<file path="config.mk">
export PLATFORM = sky130hd
export DESIGN_NAME = lbc_div
export DESIGN_NICKNAME = d
export VERILOG_FILES = /design/src/lbc_pkg.sv /design/src/lbc_div.sv
export SDC_FILE = /design/constraint.sdc
export NUM_CORES = 2
export LEC_CHECK = 0
export ABC_CLOCK_PERIOD_IN_PS = 23500
export BUFFER_PORTS_ARGS = -buffer_cell sky130_fd_sc_hd__buf_2
export CORE_MARGIN = 3
export CORE_UTILIZATION = 55
export DETAILED_ROUTE_END_ITERATION = 7
export PLACE_DENSITY = 0.71
export SLEW_MARGIN = 20
export SYNTH_ARGS = -nofsm -noshare
export SYNTH_HDL_FRONTEND = slang
export SYNTH_SLANG_ARGS = --single-unit
</file>
<file path="constraint.sdc">
create_clock -name clk -period 23.5 [get_ports clk]
set_clock_uncertainty 0.2 [all_clocks]
set_input_delay 7.05 -clock clk [delete_from_list [all_inputs] [get_ports clk]]
set_output_delay 7.05 -clock clk [all_outputs]
set_load 0.03 [all_outputs]
</file>
<file path="src/lbc_pkg.sv">
`default_nettype none
// ---------------------------------------------------------------------------
// lbc_pkg
// Shared types, constants and helpers for the 3D Liang-Barsky clipper.
// ---------------------------------------------------------------------------
package lbc_pkg;

  localparam int NUM_BND        = 6;
  localparam int DIV_BITS       = 32;
  localparam int DIV_PER_STAGE  = 2;
  localparam int DIV_STAGES     = DIV_BITS / DIV_PER_STAGE;
  localparam logic [32:0] ONE_Q32 = 33'h1_0000_0000;
  localparam logic [30:0] CLIP_EXTENT_RESET = 31'd65536;

  typedef struct packed {
    logic signed [31:0] start_x;
    logic signed [31:0] start_y;
    logic signed [31:0] start_z;
    logic signed [31:0] end_x;
    logic signed [31:0] end_y;
    logic signed [31:0] end_z;
    logic [23:0]        start_rgb;
    logic [23:0]        end_rgb;
  } lbc_in_t;

  typedef struct packed {
    logic               segment_visible;
    logic signed [31:0] clipped_start_x;
    logic signed [31:0] clipped_start_y;
    logic signed [31:0] clipped_start_z;
    logic signed [31:0] clipped_end_x;
    logic signed [31:0] clipped_end_y;
    logic signed [31:0] clipped_end_z;
    logic [23:0]        clipped_start_rgb;
    logic [23:0]        clipped_end_rgb;
  } lbc_out_t;

  // one boundary test, before the quotient is known
  typedef struct packed {
    logic        rej;    // hard reject
    logic        act;    // narrows TE or TL
    logic        leave;  // narrows TL (else TE)
    logic        full;   // ratio is exactly one
    logic [31:0] n;
    logic [31:0] d;
  } bnd_t;

  typedef bnd_t [NUM_BND-1:0] bnd_vec_t;

  function automatic bnd_t classify(input logic signed [33:0] den,
                                    input logic signed [33:0] num);
    bnd_t             b;
    logic signed [33:0] nn;
    logic signed [33:0] dd;
    b = '0;
    nn = '0;
    dd = '0;
    if (den > 0) begin
      nn = num;
      dd = den;
      if (num > den) begin
        b.rej = 1'b1;
      end else if (num >= 0) begin
        b.act = 1'b1;
      end
    end else if (den < 0) begin
      nn = -num;
      dd = -den;
      b.leave = 1'b1;
      if (nn < 0) begin
        b.rej = 1'b1;
      end else if (nn <= dd) begin
        b.act = 1'b1;
      end
    end else begin
      b.rej = (num > 0);
    end
    b.n    = nn[31:0];
    b.d    = dd[31:0];
    b.full = b.act && (nn == dd);
    return b;
  endfunction

  // one restoring division step: remainder stays below d
  function automatic logic [32:0] div_step(input logic [31:0] r, input logic [31:0] d);
    logic [32:0] r2;
    logic        bit_q;
    r2    = {r, 1'b0};
    bit_q = (r2 >= {1'b0, d});
    if (bit_q) begin
      r2 = r2 - {1'b0, d};
    end
    return {r2[31:0], bit_q};
  endfunction

endpackage

`default_nettype wire

</file>
<file path="src/lbc_div.sv">
`default_nettype none
// ---------------------------------------------------------------------------
// lbc_div
// Pipelined restoring divider: floor(n * 2^32 / d) for n <= d.
// ---------------------------------------------------------------------------
module lbc_div (
  input  wire logic        clk,
  input  wire logic        en,
  input  wire logic [31:0] n,
  input  wire logic [31:0] d,
  input  wire logic        full,
  output logic [32:0]      quot
);
  import lbc_pkg::*;

  logic [31:0] rem_r  [DIV_STAGES];
  logic [31:0] quo_r  [DIV_STAGES];
  logic [31:0] den_r  [DIV_STAGES];
  logic        full_r [DIV_STAGES];

  for (genvar k = 0; k < DIV_STAGES; k++) begin : g_stage
    logic [31:0] rem_nxt;
    logic [31:0] quo_nxt;
    logic [31:0] den_in;
    logic        full_in;

    if (k == 0) begin : g_first
      always_comb begin
        rem_nxt = n;
        quo_nxt = '0;
        den_in  = d;
        full_in = full;
        for (int j = 0; j < DIV_PER_STAGE; j++) begin
          logic [32:0] st;
          st      = div_step(rem_nxt, den_in);
          rem_nxt = st[32:1];
          quo_nxt = {quo_nxt[30:0], st[0]};
        end
      end
    end else begin : g_next
      always_comb begin
        rem_nxt = rem_r[k-1];
        quo_nxt = quo_r[k-1];
        den_in  = den_r[k-1];
        full_in = full_r[k-1];
        for (int j = 0; j < DIV_PER_STAGE; j++) begin
          logic [32:0] st;
          st      = div_step(rem_nxt, den_in);
          rem_nxt = st[32:1];
          quo_nxt = {quo_nxt[30:0], st[0]};
        end
      end
    end

    always_ff @(posedge clk) begin
      if (en) begin
        rem_r[k]  <= rem_nxt;
        quo_r[k]  <= quo_nxt;
        den_r[k]  <= den_in;
        full_r[k] <= full_in;
      end
    end
  end

  assign quot = full_r[DIV_STAGES-1] ? ONE_Q32 : {1'b0, quo_r[DIV_STAGES-1]};

endmodule

`default_nettype wire

</file>
# Word level (Yosys, flattened, before mapping)
# Memory sizes are Yosys's and may differ from the RTL's.
# Index checks and enable logic that the tools add are counted.
dict set report classes {
  addsub 32
  n_lt_le_gt_ge 32
  mux 35
}
# cell n
set ops {}
lappend ops {{$ge A33 B32 Y1} 32}
lappend ops {{$mux W32} 32}
lappend ops {{$sub A32 B32 Y32} 32}
lappend ops {{$mux W33} 1}
lappend ops {{$mux W1} 2}
dict set report totals {
  reg_bits 0
  ram_bits 1552
  in_bits 67
  out_inout_bits 33
  word_cells 103
  memories 4
}
# memory depth word_bits read_ports rd_clocked_by_memory_dff write_ports line_no
set memory_table {}
lappend memory_table {den_r 16 32 15 0 16 lbc_div.sv:18} ;# logic [31:0] den_r [DIV_STAGES];
lappend memory_table {quo_r 16 32 16 0 16 lbc_div.sv:17} ;# logic [31:0] quo_r [DIV_STAGES];
lappend memory_table {rem_r 16 32 15 0 16 lbc_div.sv:16} ;# logic [31:0] rem_r [DIV_STAGES];
lappend memory_table {full_r 16 1 16 0 16 lbc_div.sv:19} ;# logic full_r [DIV_STAGES];

# Depth between registers and ports, before layout
# An unclocked memory read counts as a cell.
dict set report logic_depth {
  word_depth 5
  ltp_mapped 29
  depth_no_buf 25
}

# Least setup slack after synthesis
# No wires, ideal clock.
dict set report synth_path {
  path_kind {input-to-reg}
  from {input port d[18]}
  to {memory rem_r[0][26] (data pin)}
  setup_time_ps 260
  arrival_time_ps 12168
  required_time_ps 23040
  setup_slack_ps 10872
  stages 25
  n_path_buf 2
  path_cell_list {inv_1 -> ha_1 -> a21oi_1 -> o21bai_1 -> a21oi_1 -> nand3_1 -> a211oi_1 -> o31ai_1 -> o311a_1 -> a21oi_1 -> buf_2 -> buf_1 -> nor2_1 -> ha_1 -> o21bai_1 -> a21o_1 -> a2111oi_0 -> o41ai_1 -> a221oi_1 -> o311ai_1 -> o311a_1 -> o21a_1 -> nor2_1 -> xnor2_1 -> mux2_2}
}
# item line_no
set synth_rtl {}
lappend synth_rtl {{from (decl)} lbc_div.sv:10} ;# input wire logic [31:0] d,
lappend synth_rtl {{to (decl)} lbc_div.sv:16}

==> metrics.cfg <==
[yosys]
synthFlopType = edfxtp_1
ys_seq_elements = 1248
yosys_warnings = 0
syn_inst = 10000
ys_seq_area_share_pct = 37.8
yosys.cell_types.count = 95
synth_nets = 11100
syn_area_per_cell_um2 = 9.87
synth_edf_count = 1248
async_flop_share_pct = 0
netlist_area_mm2 = 0.0991

[routing]
drtPass1Iterations = 6
remaining_drc_errors = 0
dr_total_vias = 77900
initialDrtViolationCount = 6532
ant_nets = 0
totalWireLength_um = 276000
via_per_inst = 6.17
avgRoutedWirePerCell_um = 21.9

[finish]
nets = 11200
instances_no_fill = 12600
final_cell_mix = edfxtp_1, ha_1, a21oi_1
fin_util_pct = 59.9
areaGrowthSynthToFinish_pct = 8.15
final_common_cell = edfxtp_1
drive_gt1_share_pct = 10.3
fill_cells = 15000

[placed_design]
io_buffers = 99
gp_congestion = 0.948
placed_cells = 12300
dp_hpwl_um = 219000

[sta]
whs_ns = 0.196
rsz0062_at_grt = false
finalSetupViolCount = 0
tns_ns = 0
drv_slew = 0
hold_viol_final = 0
worstMarginPinSlew_ns = 1.09
min_period_ns = 13.73
max_slew_margin_pct = 27.1
max_freq_ghz = 0.0728
fin_crit_sh_pct = 58.4

[critical_path]
crit_path_end_kind = register
max_stage_delay_ns = 0.53
crit_path_max_fanout = 47
slowest_stage = o2111ai_2
crit_path_start_kind = input port
critPathKind = in -> reg
cp.arrival_ns = 14.07
crit_buf_inv = 4
worstPathRequired_ns = 23.84
crit_family = compound AO/OA/AOI/OAI gates

[clocking]
clk_pin_slew_ns = 0.06
h-tree-depth = 4
clockRootBuffer = clkbuf_16
numCtsBuffers = 141
cts.sinks = 1248
post_cts_buffers = 0
ctsResizeCount = 0
hold_buffers = 0
cts_tree = yes
clockBufferDepth = 3
clock_latency_ns = 0.80

[status]
outcome = finished clean

[floorplanning]
num_io_pins = 100
core_area_mm2 = 0.179
die_w_um = 430
row_count = 155
start_util_pct = 55.4
dieHeight_um = 430
die_area_mm2 = 0.185

[global_routing]
overflow = 0
grt_max_degree = 192
track_usage_pct = 29.0
grt_pass1_vias = 75200
grt_pass1_wl_um = 425000
antenna_found_initial = 11

[run]
drv_cap = 0

[worst_hold_path]
hold_class = reg -> reg

layer usage:
layer	up-vias	part of all wire [%]	routed length, um	global-route usage (%)
li1	37600	-	-	-
met5	-	0.017	46	0
met1	37300	41	114000	36.1
met4	6	5.0	13800	13.3
met3	615	5.0	13900	3.54
met2	2324	49	135000	50.4
worst reg2reg max path, stage by stage (launching register included):
cell	delay, ns
edfxtp_1	0.49
inv_1	0.14
ha_1	0.43
a21oi_1	0.19
o21ai_0	0.13
a311oi_1	0.43
o221ai_1	0.27
nor4_1	0.22
nor3_1	0.18
a211oi_4	0.68
buf_4	0.47
clkinv_1	0.51
mux2_2	0.47
ha_1	0.36
and3_1	0.22
and4_1	0.23
a221o_1	0.41
a31oi_2	0.34
o221ai_1	0.35
a211o_1	0.35
a21oi_1	0.34
o311ai_4	0.25
buf_4	0.36
mux2_2	0.41
synthesized netlist by cell type (all sizes together) (16+ instances only):
cell type,number,share of area [%]
nor4,41,0.26
nor2,606,2.3
a221o,21,0.21
a41oi,16,0.15
a311oi,20,0.19
or3,38,0.24
mux2i,33,0.33
xor2,261,2.3
xnor2,578,5.1
o311ai,17,0.15
nor3b,16,0.12
a211o,34,0.30
o2111ai,25,0.23
a211oi,77,0.59
a2111oi,27,0.25
o21ai,621,3.1
inv,782,3.0
nand2b,123,0.78
o211ai,46,0.35
a21oi,896,4.5
fa,16,0.32
a31oi,96,0.61
a221oi,22,0.22
nand4,140,0.88
nand3,190,0.96
clkbuf,124,0.47
and2,69,0.44
mux2,584,6.7
or2,37,0.23
and3,85,0.54
a21boi,32,0.24
edfxtp,1248,38
o31ai,61,0.48
and4,31,0.27
buf,70,0.39
o21bai,142,1.1
nand2,637,2.4
ha,1008,13
nor3,154,0.78
nor2b,137,0.87
o21a,151,1.1
o31a,19,0.17
a21o,509,3.9
metrics by stage:
stage	setup slack (ns)	instance area, um^2
after global placement	8.99	102000
after floorplan	10.87	99100
after detailed placement	8.95	102000
final	9.77	107000
after CTS	9.79	107000
after global routing	9.40	107000
path summary, 6_finish.rpt:
| check | start | endpoint | slack (ns) | cells after the start |
|---|---|---|---|---|
| hold reg to reg | quo_r[0][237] | quo_r[1][15] | 0.20 | 0 |
| setup reg to reg | den_r[0][204] | rem_r[0][239] | 14.82 | 23 |
| setup / recovery | d[18] | rem_r[0][17] | 9.77 | 26 |
| hold / removal | quo_r[0][237] | quo_r[1][15] | 0.20 | 0 |
kinds of logic after synthesis:
kind of cell,count (synthesis),share of synthesized area [%]
AOI/OAI and AO/OA,2976,19.3
and+or+nand+nor,2358,11.5
DFF,1248,37.8
adders and majority gates,1024,13.1
buffers and inverters,978,3.83
xor gates and xnor gates,839,7.42
muxes,617,7.07
flip-flops by register name, summed over array words and instances, names as in the netlist:
name	cells
den_r	480
rem_r	480
quo_r	272
full_r	16
area by class of cell:
cell class                      count  area, um^2  area share [%]
Inverter                          784        2940            2.75
Clock buffer                      166        3710            3.46
Clock inverter                     93        1180            1.10
Multi-Input combinational cell   7814       58000            54.1
Antenna cell                        4        10.0         0.00934
Sequential cell                  1248       37500            35.0
Timing Repair Buffer              147         920           0.858
Tap cell                         2355        2950            2.75
Power is left out: the tool's default activity adds up to more than one toggle a clock period on the data nets, which glitch-free logic cannot reach.
