$ cat config.mk
export PLATFORM = sky130hd
export DESIGN_NAME = lbc_lerp
export DESIGN_NICKNAME = d
export VERILOG_FILES = /design/src/lbc_pkg.sv /design/src/lbc_lerp.sv
export SDC_FILE = /design/constraint.sdc
export NUM_CORES = 2
export LEC_CHECK = 0
export BUFFER_PORTS_ARGS = -buffer_cell sky130_fd_sc_hd__buf_2
export CAP_MARGIN = 20
export CORE_MARGIN = 2
export CORE_UTILIZATION = 31
export CTS_CLUSTER_DIAMETER = 150
export DETAILED_ROUTE_END_ITERATION = 6
export PLACE_DENSITY = 0.53
export SLEW_MARGIN = 20
export SYNTH_ARGS = -nofsm -noshare
export SYNTH_HDL_FRONTEND = slang
export SYNTH_SLANG_ARGS = --single-unit
$ cat constraint.sdc
create_clock -name clk -period 11.22 [get_ports clk]
set_input_delay 0.561 -clock clk [delete_from_list [all_inputs] [get_ports clk]]
set_output_delay 0.561 -clock clk [all_outputs]
set_load 0.005 [all_outputs]
$ cat src/lbc_pkg.sv
`default_nettype none
// ---------------------------------------------------------------------------
// lbc_pkg
// Shared types, constants and helpers for the 3D Liang-Barsky clipper.
// ---------------------------------------------------------------------------
package lbc_pkg;

  localparam int NUM_BND        = 6;
  localparam int DIV_BITS       = 32;
  localparam int DIV_PER_STAGE  = 2;
  localparam int DIV_STAGES     = DIV_BITS / DIV_PER_STAGE;
  localparam logic [32:0] ONE_Q32 = 33'h1_0000_0000;
  localparam logic [30:0] CLIP_EXTENT_RESET = 31'd65536;

  typedef struct packed {
    logic signed [31:0] start_x;
    logic signed [31:0] start_y;
    logic signed [31:0] start_z;
    logic signed [31:0] end_x;
    logic signed [31:0] end_y;
    logic signed [31:0] end_z;
    logic [23:0]        start_rgb;
    logic [23:0]        end_rgb;
  } lbc_in_t;

  typedef struct packed {
    logic               segment_visible;
    logic signed [31:0] clipped_start_x;
    logic signed [31:0] clipped_start_y;
    logic signed [31:0] clipped_start_z;
    logic signed [31:0] clipped_end_x;
    logic signed [31:0] clipped_end_y;
    logic signed [31:0] clipped_end_z;
    logic [23:0]        clipped_start_rgb;
    logic [23:0]        clipped_end_rgb;
  } lbc_out_t;

  // one boundary test, before the quotient is known
  typedef struct packed {
    logic        rej;    // hard reject
    logic        act;    // narrows TE or TL
    logic        leave;  // narrows TL (else TE)
    logic        full;   // ratio is exactly one
    logic [31:0] n;
    logic [31:0] d;
  } bnd_t;

  typedef bnd_t [NUM_BND-1:0] bnd_vec_t;

  function automatic bnd_t classify(input logic signed [33:0] den,
                                    input logic signed [33:0] num);
    bnd_t             b;
    logic signed [33:0] nn;
    logic signed [33:0] dd;
    b = '0;
    nn = '0;
    dd = '0;
    if (den > 0) begin
      nn = num;
      dd = den;
      if (num > den) begin
        b.rej = 1'b1;
      end else if (num >= 0) begin
        b.act = 1'b1;
      end
    end else if (den < 0) begin
      nn = -num;
      dd = -den;
      b.leave = 1'b1;
      if (nn < 0) begin
        b.rej = 1'b1;
      end else if (nn <= dd) begin
        b.act = 1'b1;
      end
    end else begin
      b.rej = (num > 0);
    end
    b.n    = nn[31:0];
    b.d    = dd[31:0];
    b.full = b.act && (nn == dd);
    return b;
  endfunction

  // one restoring division step: remainder stays below d
  function automatic logic [32:0] div_step(input logic [31:0] r, input logic [31:0] d);
    logic [32:0] r2;
    logic        bit_q;
    r2    = {r, 1'b0};
    bit_q = (r2 >= {1'b0, d});
    if (bit_q) begin
      r2 = r2 - {1'b0, d};
    end
    return {r2[31:0], bit_q};
  endfunction

endpackage

`default_nettype wire

$ cat src/lbc_lerp.sv
`default_nettype none
// ---------------------------------------------------------------------------
// lbc_lerp
// s + sign(d) * round(|d| * t / 2^32); product registered, sum combinational.
// ---------------------------------------------------------------------------
module lbc_lerp (
  input  wire logic               clk,
  input  wire logic               en,
  input  wire logic signed [31:0] s,
  input  wire logic signed [31:0] e,
  input  wire logic [32:0]        t,
  output logic signed [31:0]      res
);
  import lbc_pkg::*;

  logic signed [32:0] diff;
  logic [31:0]        mag;
  logic [63:0]        prod_r;
  logic               neg_r;
  logic               full_r;
  logic signed [31:0] s_r;
  logic signed [31:0] e_r;
  logic [64:0]        rnd;
  logic [31:0]        m;

  assign diff = {e[31], e} - {s[31], s};
  assign mag  = diff[32] ? 32'(-diff) : diff[31:0];

  always_ff @(posedge clk) begin
    if (en) begin
      prod_r <= 64'(mag) * 64'(t[31:0]);
      neg_r  <= diff[32];
      full_r <= t[32];
      s_r    <= s;
      e_r    <= e;
    end
  end

  assign rnd = {1'b0, prod_r} + 65'h0_8000_0000;
  assign m   = rnd[63:32];
  assign res = full_r ? e_r : (neg_r ? s_r - $signed(m) : s_r + $signed(m));

endmodule

`default_nettype wire

# ---- Word-level counts from Yosys, hierarchy flattened
# Index checks and enable logic that the tools add are counted.
dict set report op_classes {
  mux 3
  n_mul 1
  add_sub_neg 5
}
# op count
set ops {}
lappend ops {{$mux 32} 3}
lappend ops {{$add 64x32->64 const B} 1}
lappend ops {{$mul 32x32->64} 1}
lappend ops {{$sub 32x32->33} 1}
lappend ops {{$add 32x32->32} 1}
lappend ops {{$neg 32->32} 1}
lappend ops {{$sub 32x32->32} 1}
dict set report word_totals {
  in_bits 99
  output_inout_bits 32
  regBits 130
  word_cells 14
}

# ---- Logic depth before layout (Yosys ltp)
dict set report depth {
  ltp_word 4
  depth_mapped 43
}

# ---- Worst setup path after synthesis
# No wires, ideal clock.
dict set report synth_path {
  path_type {in2reg}
  from {input e[0]}
  to {register prod_r[51], data pin}
  t_required_ps 10955
  setup_ps 265
  setup_slack_ps 762
  arrival_ps 10193
  path_stages 38
  path_cell_list {inv_1 ha_1 fa_1 nor2b_1 o31ai_1 and2_1 or4_1 o311ai_1 nand4bb_1 a21o_1 nor4b_1 and4_1 or3_1 clkbuf_1 clkbuf_1 a21boi_0 fa_1 inv_1 (+2 left out) fa_1 inv_1 fa_1 fa_1 fa_1 fa_1 ha_1 nand4_1 nor2_1 and3_1 nor2b_1 a311oi_1 o22ai_1 a211oi_1 o21ai_1 a31oi_1 o21ai_0 xor2_1}
}
dict set report synth_via {
  elab_chain_len 4
}
# element line_no
set synth_lines {}
lappend synth_lines {{start: declaration} lbc_lerp.sv:10} ;# input wire logic signed [31:0] e,
lappend synth_lines {{$sub 32x32->33 *} lbc_lerp.sv:26} ;# assign diff = {e[31], e} - {s[31], s};
lappend synth_lines {{$neg 32->32} lbc_lerp.sv:27} ;# assign mag = diff[32] ? 32'(-diff) : diff[31:0];
lappend synth_lines {{$mux 32 *} lbc_lerp.sv:27}
lappend synth_lines {{$mul 32x32->64 *} lbc_lerp.sv:31} ;# prod_r <= 64'(mag) * 64'(t[31:0]);
lappend synth_lines {{end signal: assignment} lbc_lerp.sv:31}
lappend synth_lines {{end: declaration} lbc_lerp.sv:18} ;# logic [63:0] prod_r;
# Every way passes the cells marked *; elsewhere a longest branch is shown, timed or not.
# A chain may end at the register's enable or synchronous reset.

# ---- Worst setup path after layout
dict set report layout_path {
  from {input s[13]}
  to {register prod_r[52], data pin}
}
dict set report layout_via {
  elab_chain_len 4
}
# element line_no
set layout_lines {}
lappend layout_lines {{start: declaration} lbc_lerp.sv:9} ;# input wire logic signed [31:0] s,
lappend layout_lines {{$sub 32x32->33 *} lbc_lerp.sv:26}
lappend layout_lines {{$neg 32->32} lbc_lerp.sv:27}
lappend layout_lines {{$mux 32 *} lbc_lerp.sv:27}
lappend layout_lines {{$mul 32x32->64 *} lbc_lerp.sv:31}
# Marks and branches as above.

==> results.sh <==
export IMPL_run_status="complete, no violations"
export IMPL_critPathBufInv=7
export IMPL_critical_path_top_delay_family="adder cells"
export IMPL_timing_critical_path_to="prod_r[52]"
export IMPL_post_synthesis_register_bit_count=99
export IMPL_postSynthCellCount=4874
export IMPL_kind_of_critical_path="input port to flop"
export IMPL_syn_cell_area_mm2=0.0432
export IMPL_rows=136
export IMPL_setup_viol=0
export IMPL_dieHeight_um=377
export IMPL_cts_htree_levels=3
export IMPL_place_detailed_hpwl_mm=107
export IMPL_crit_slowest_cell="sky130_fd_sc_hd__fa_1"
export IMPL_ys_top_cells_by_area="sky130_fd_sc_hd__fa_1 42%, sky130_fd_sc_hd__ha_1 9.4%, sky130_fd_sc_hd__inv_1 8.8%"
export IMPL_detail_route_antenna_nets=0
export IMPL_max_cap_viol_count=0
export IMPL_clock_fmax_ghz=0.0930
export IMPL_drtPass1Iterations=6
export IMPL_synth_async_sr_flop_share=0
export IMPL_synth_distinct_cells=86
export IMPL_critPathMaxStageDelay_ns=0.56
export IMPL_grt_overflow_total=0
export IMPL_die_x_um=377
export IMPL_post_layout_nonfiller_instances=6838
export IMPL_min_period_over_period=0.959
export IMPL_critPathLaunch="s[13]"
export IMPL_cts_tree="built"
export IMPL_dr_total_vias=33800
export IMPL_fp_dieArea_mm2=0.142
export IMPL_synth_top_cell_by_area="sky130_fd_sc_hd__fa_1"
export IMPL_cts_reportedPaths_clkPinSlew_ns=0.08
export IMPL_first_pass_grt_wire_length_mm=205
export IMPL_timing_worst_slew_pin_value_ns=1.06
export IMPL_timing_max_transition_violations_final=0
export IMPL_fin_nets=6361
export IMPL_crit_cells=38
export IMPL_globalRouteTotalUtil=0.184
export IMPL_cts_buffers_inserted=9
export IMPL_synth_seq_area_share=0.0688
export IMPL_cp_data_required_time_ns=11.35
export IMPL_clock_tree_root_cell="sky130_fd_sc_hd__clkbuf_16"
export IMPL_synth_warning_count=0
export IMPL_post_drt_via_cell_ratio=4.94
export IMPL_syn2layout_area_growth_pct=11.6
export IMPL_post_cts_hold_buffer_count=0
export IMPL_post_synth_top_area_fraction=0.416
export IMPL_number_of_hold_violations_in_the_final_report=0
export IMPL_num_antenna_cells=0
export IMPL_gp_routability_congestion=0.912
export IMPL_maximum_number_of_pins_on_one_net_before_global_route_repair=64
export IMPL_ctsLongestPathBuffers=2
export IMPL_hold_path_depth=1
export IMPL_cp_arrival_ns=10.89
export IMPL_routedWlPerCell_um=18.8
export IMPL_tritoncts_num_sinks=99
export IMPL_placeableCoreArea_mm2=0.138
export IMPL_crit_path_start_kind="input port"
export IMPL_synth_avg_cell_area_um2=8.86
export IMPL_antenna_violations_before_repair=4
export IMPL_highest_count_cells_in_the_layout_ignoring_fill_and_taps="1016 x sky130_fd_sc_hd__inv_1, 897 x sky130_fd_sc_hd__fa_1, 613 x sky130_fd_sc_hd__nand2_1"
export IMPL_floorplan_io_pins=131
export IMPL_max_slew_margin_rel=0.292
export IMPL_final_layout_size_suffix_gt1_frac=0.107
export IMPL_cpMostUsedCell="sky130_fd_sc_hd__fa_1"
export IMPL_detail_route_wirelength_mm=128
export IMPL_mostFrequentLayoutCell="sky130_fd_sc_hd__inv_1"
export IMPL_critical_path_endpoint_type="flop"
export IMPL_first_global_vias=36600
export IMPL_synth_edff_count=99
export IMPL_drcViolationCount=0
export IMPL_crit_path_max_fanout=7
export IMPL_synthFlopType="sky130_fd_sc_hd__edfxtp_1"
export IMPL_initial_utilization=0.313
export IMPL_place_inst=6820
export IMPL_placement_io_buffers=130
export IMPL_worst_min_delay_path_category="input port to flop"
export IMPL_synth_net_count=6196
export IMPL_drtIter0Drc=2330
export IMPL_period_minus_slack_ns=10.76
[Yosys cell counts (35+ instances only)]
cell and instances:
sky130_fd_sc_hd__nand4_1 42, sky130_fd_sc_hd__nor3_1 40, sky130_fd_sc_hd__a21o_1 105, sky130_fd_sc_hd__and2_1 354, sky130_fd_sc_hd__inv_1 1016, sky130_fd_sc_hd__nand2_1 613
sky130_fd_sc_hd__a21oi_1 140, sky130_fd_sc_hd__o21ai_0 130, sky130_fd_sc_hd__edfxtp_1 99, sky130_fd_sc_hd__ha_1 326, sky130_fd_sc_hd__xnor2_1 109, sky130_fd_sc_hd__a21boi_0 56
sky130_fd_sc_hd__nor2b_1 35, sky130_fd_sc_hd__nor2_1 80, sky130_fd_sc_hd__and3_1 60, sky130_fd_sc_hd__fa_1 897, sky130_fd_sc_hd__nand3_1 74, sky130_fd_sc_hd__clkbuf_1 246
sky130_fd_sc_hd__xor2_1 60
[worst min-delay path by stage]
stage	startpoint	slack (ns)	to
floorplan	e[0]	0.66	e_r[0]
global placement	t[32]	0.74	full_r
detailed placement	t[32]	0.75	full_r
CTS	t[32]	0.34	full_r
global route	t[32]	0.34	full_r
finish	t[32]	0.35	full_r
[metrics by stage]
stage | hold slack [ns] | setup TNS [ns] | setup slack [ns] | instance area, µm² | util
finish | 0.351 | 0 | 0.463 | 48200 | 0.350
global route | 0.339 | -0.0145 | -0.00912 | 48200 | 0.350
CTS | 0.336 | 0 | 0.0844 | 48100 | 0.349
detailed placement | 0.745 | -6.91 | -0.534 | 47700 | 0.346
global placement | 0.738 | -4.54 | -0.373 | 47700 | 0.346
floorplan | 0.660 | 0 | 0.762 | 43200 | -
[layer usage]
metal / vias up / share of wire / global-route usage / wire, µm
met2: 838 / 0.50 / 0.323 / 63600
met4: 4 / 0.021 / 0.0383 / 2750
li1: 15400 / - / - / -
met1: 17400 / 0.44 / 0.244 / 56100
met3: 137 / 0.046 / 0.0187 / 5950
met5: - / 0.00021 / 0 / 27
[state kept, by name, indices dropped and copies added, names as in the netlist]
register  flops
full_r        1
e_r          32
neg_r         1
prod_r       33
s_r          32
[logic make-up after synthesis]
group	synth area share
AND/OR/NAND/NOR	0.161
buffers and inverters	0.113
adder cells (fa/ha/maj)	0.510
AO/OA/AOI/OAI	0.104
XOR/XNOR	0.0343
flip-flops	0.0688
multiplexers	0.00907
[timing repair]
action	4_1_cts	5_1_grt
setup endpoints to repair	6	21
buffers inserted	0	2
gates resized for setup	1	30
pin swaps	0	5
[final cells by class]
class | count | area (µm²)
Sequential cell | 99 | 2970
Multi-Input combinational cell | 3486 | 35700
Tap cell | 1794 | 2240
Clock buffer | 9 | 225
Inverter | 1016 | 3810
Clock inverter | 7 | 82.6
Timing Repair Buffer | 427 | 3210
Fill cell | 14300 | 89600
Power is left out: the tool's default activity adds up to more than one toggle a clock period on the data nets, which glitch-free logic cannot reach.
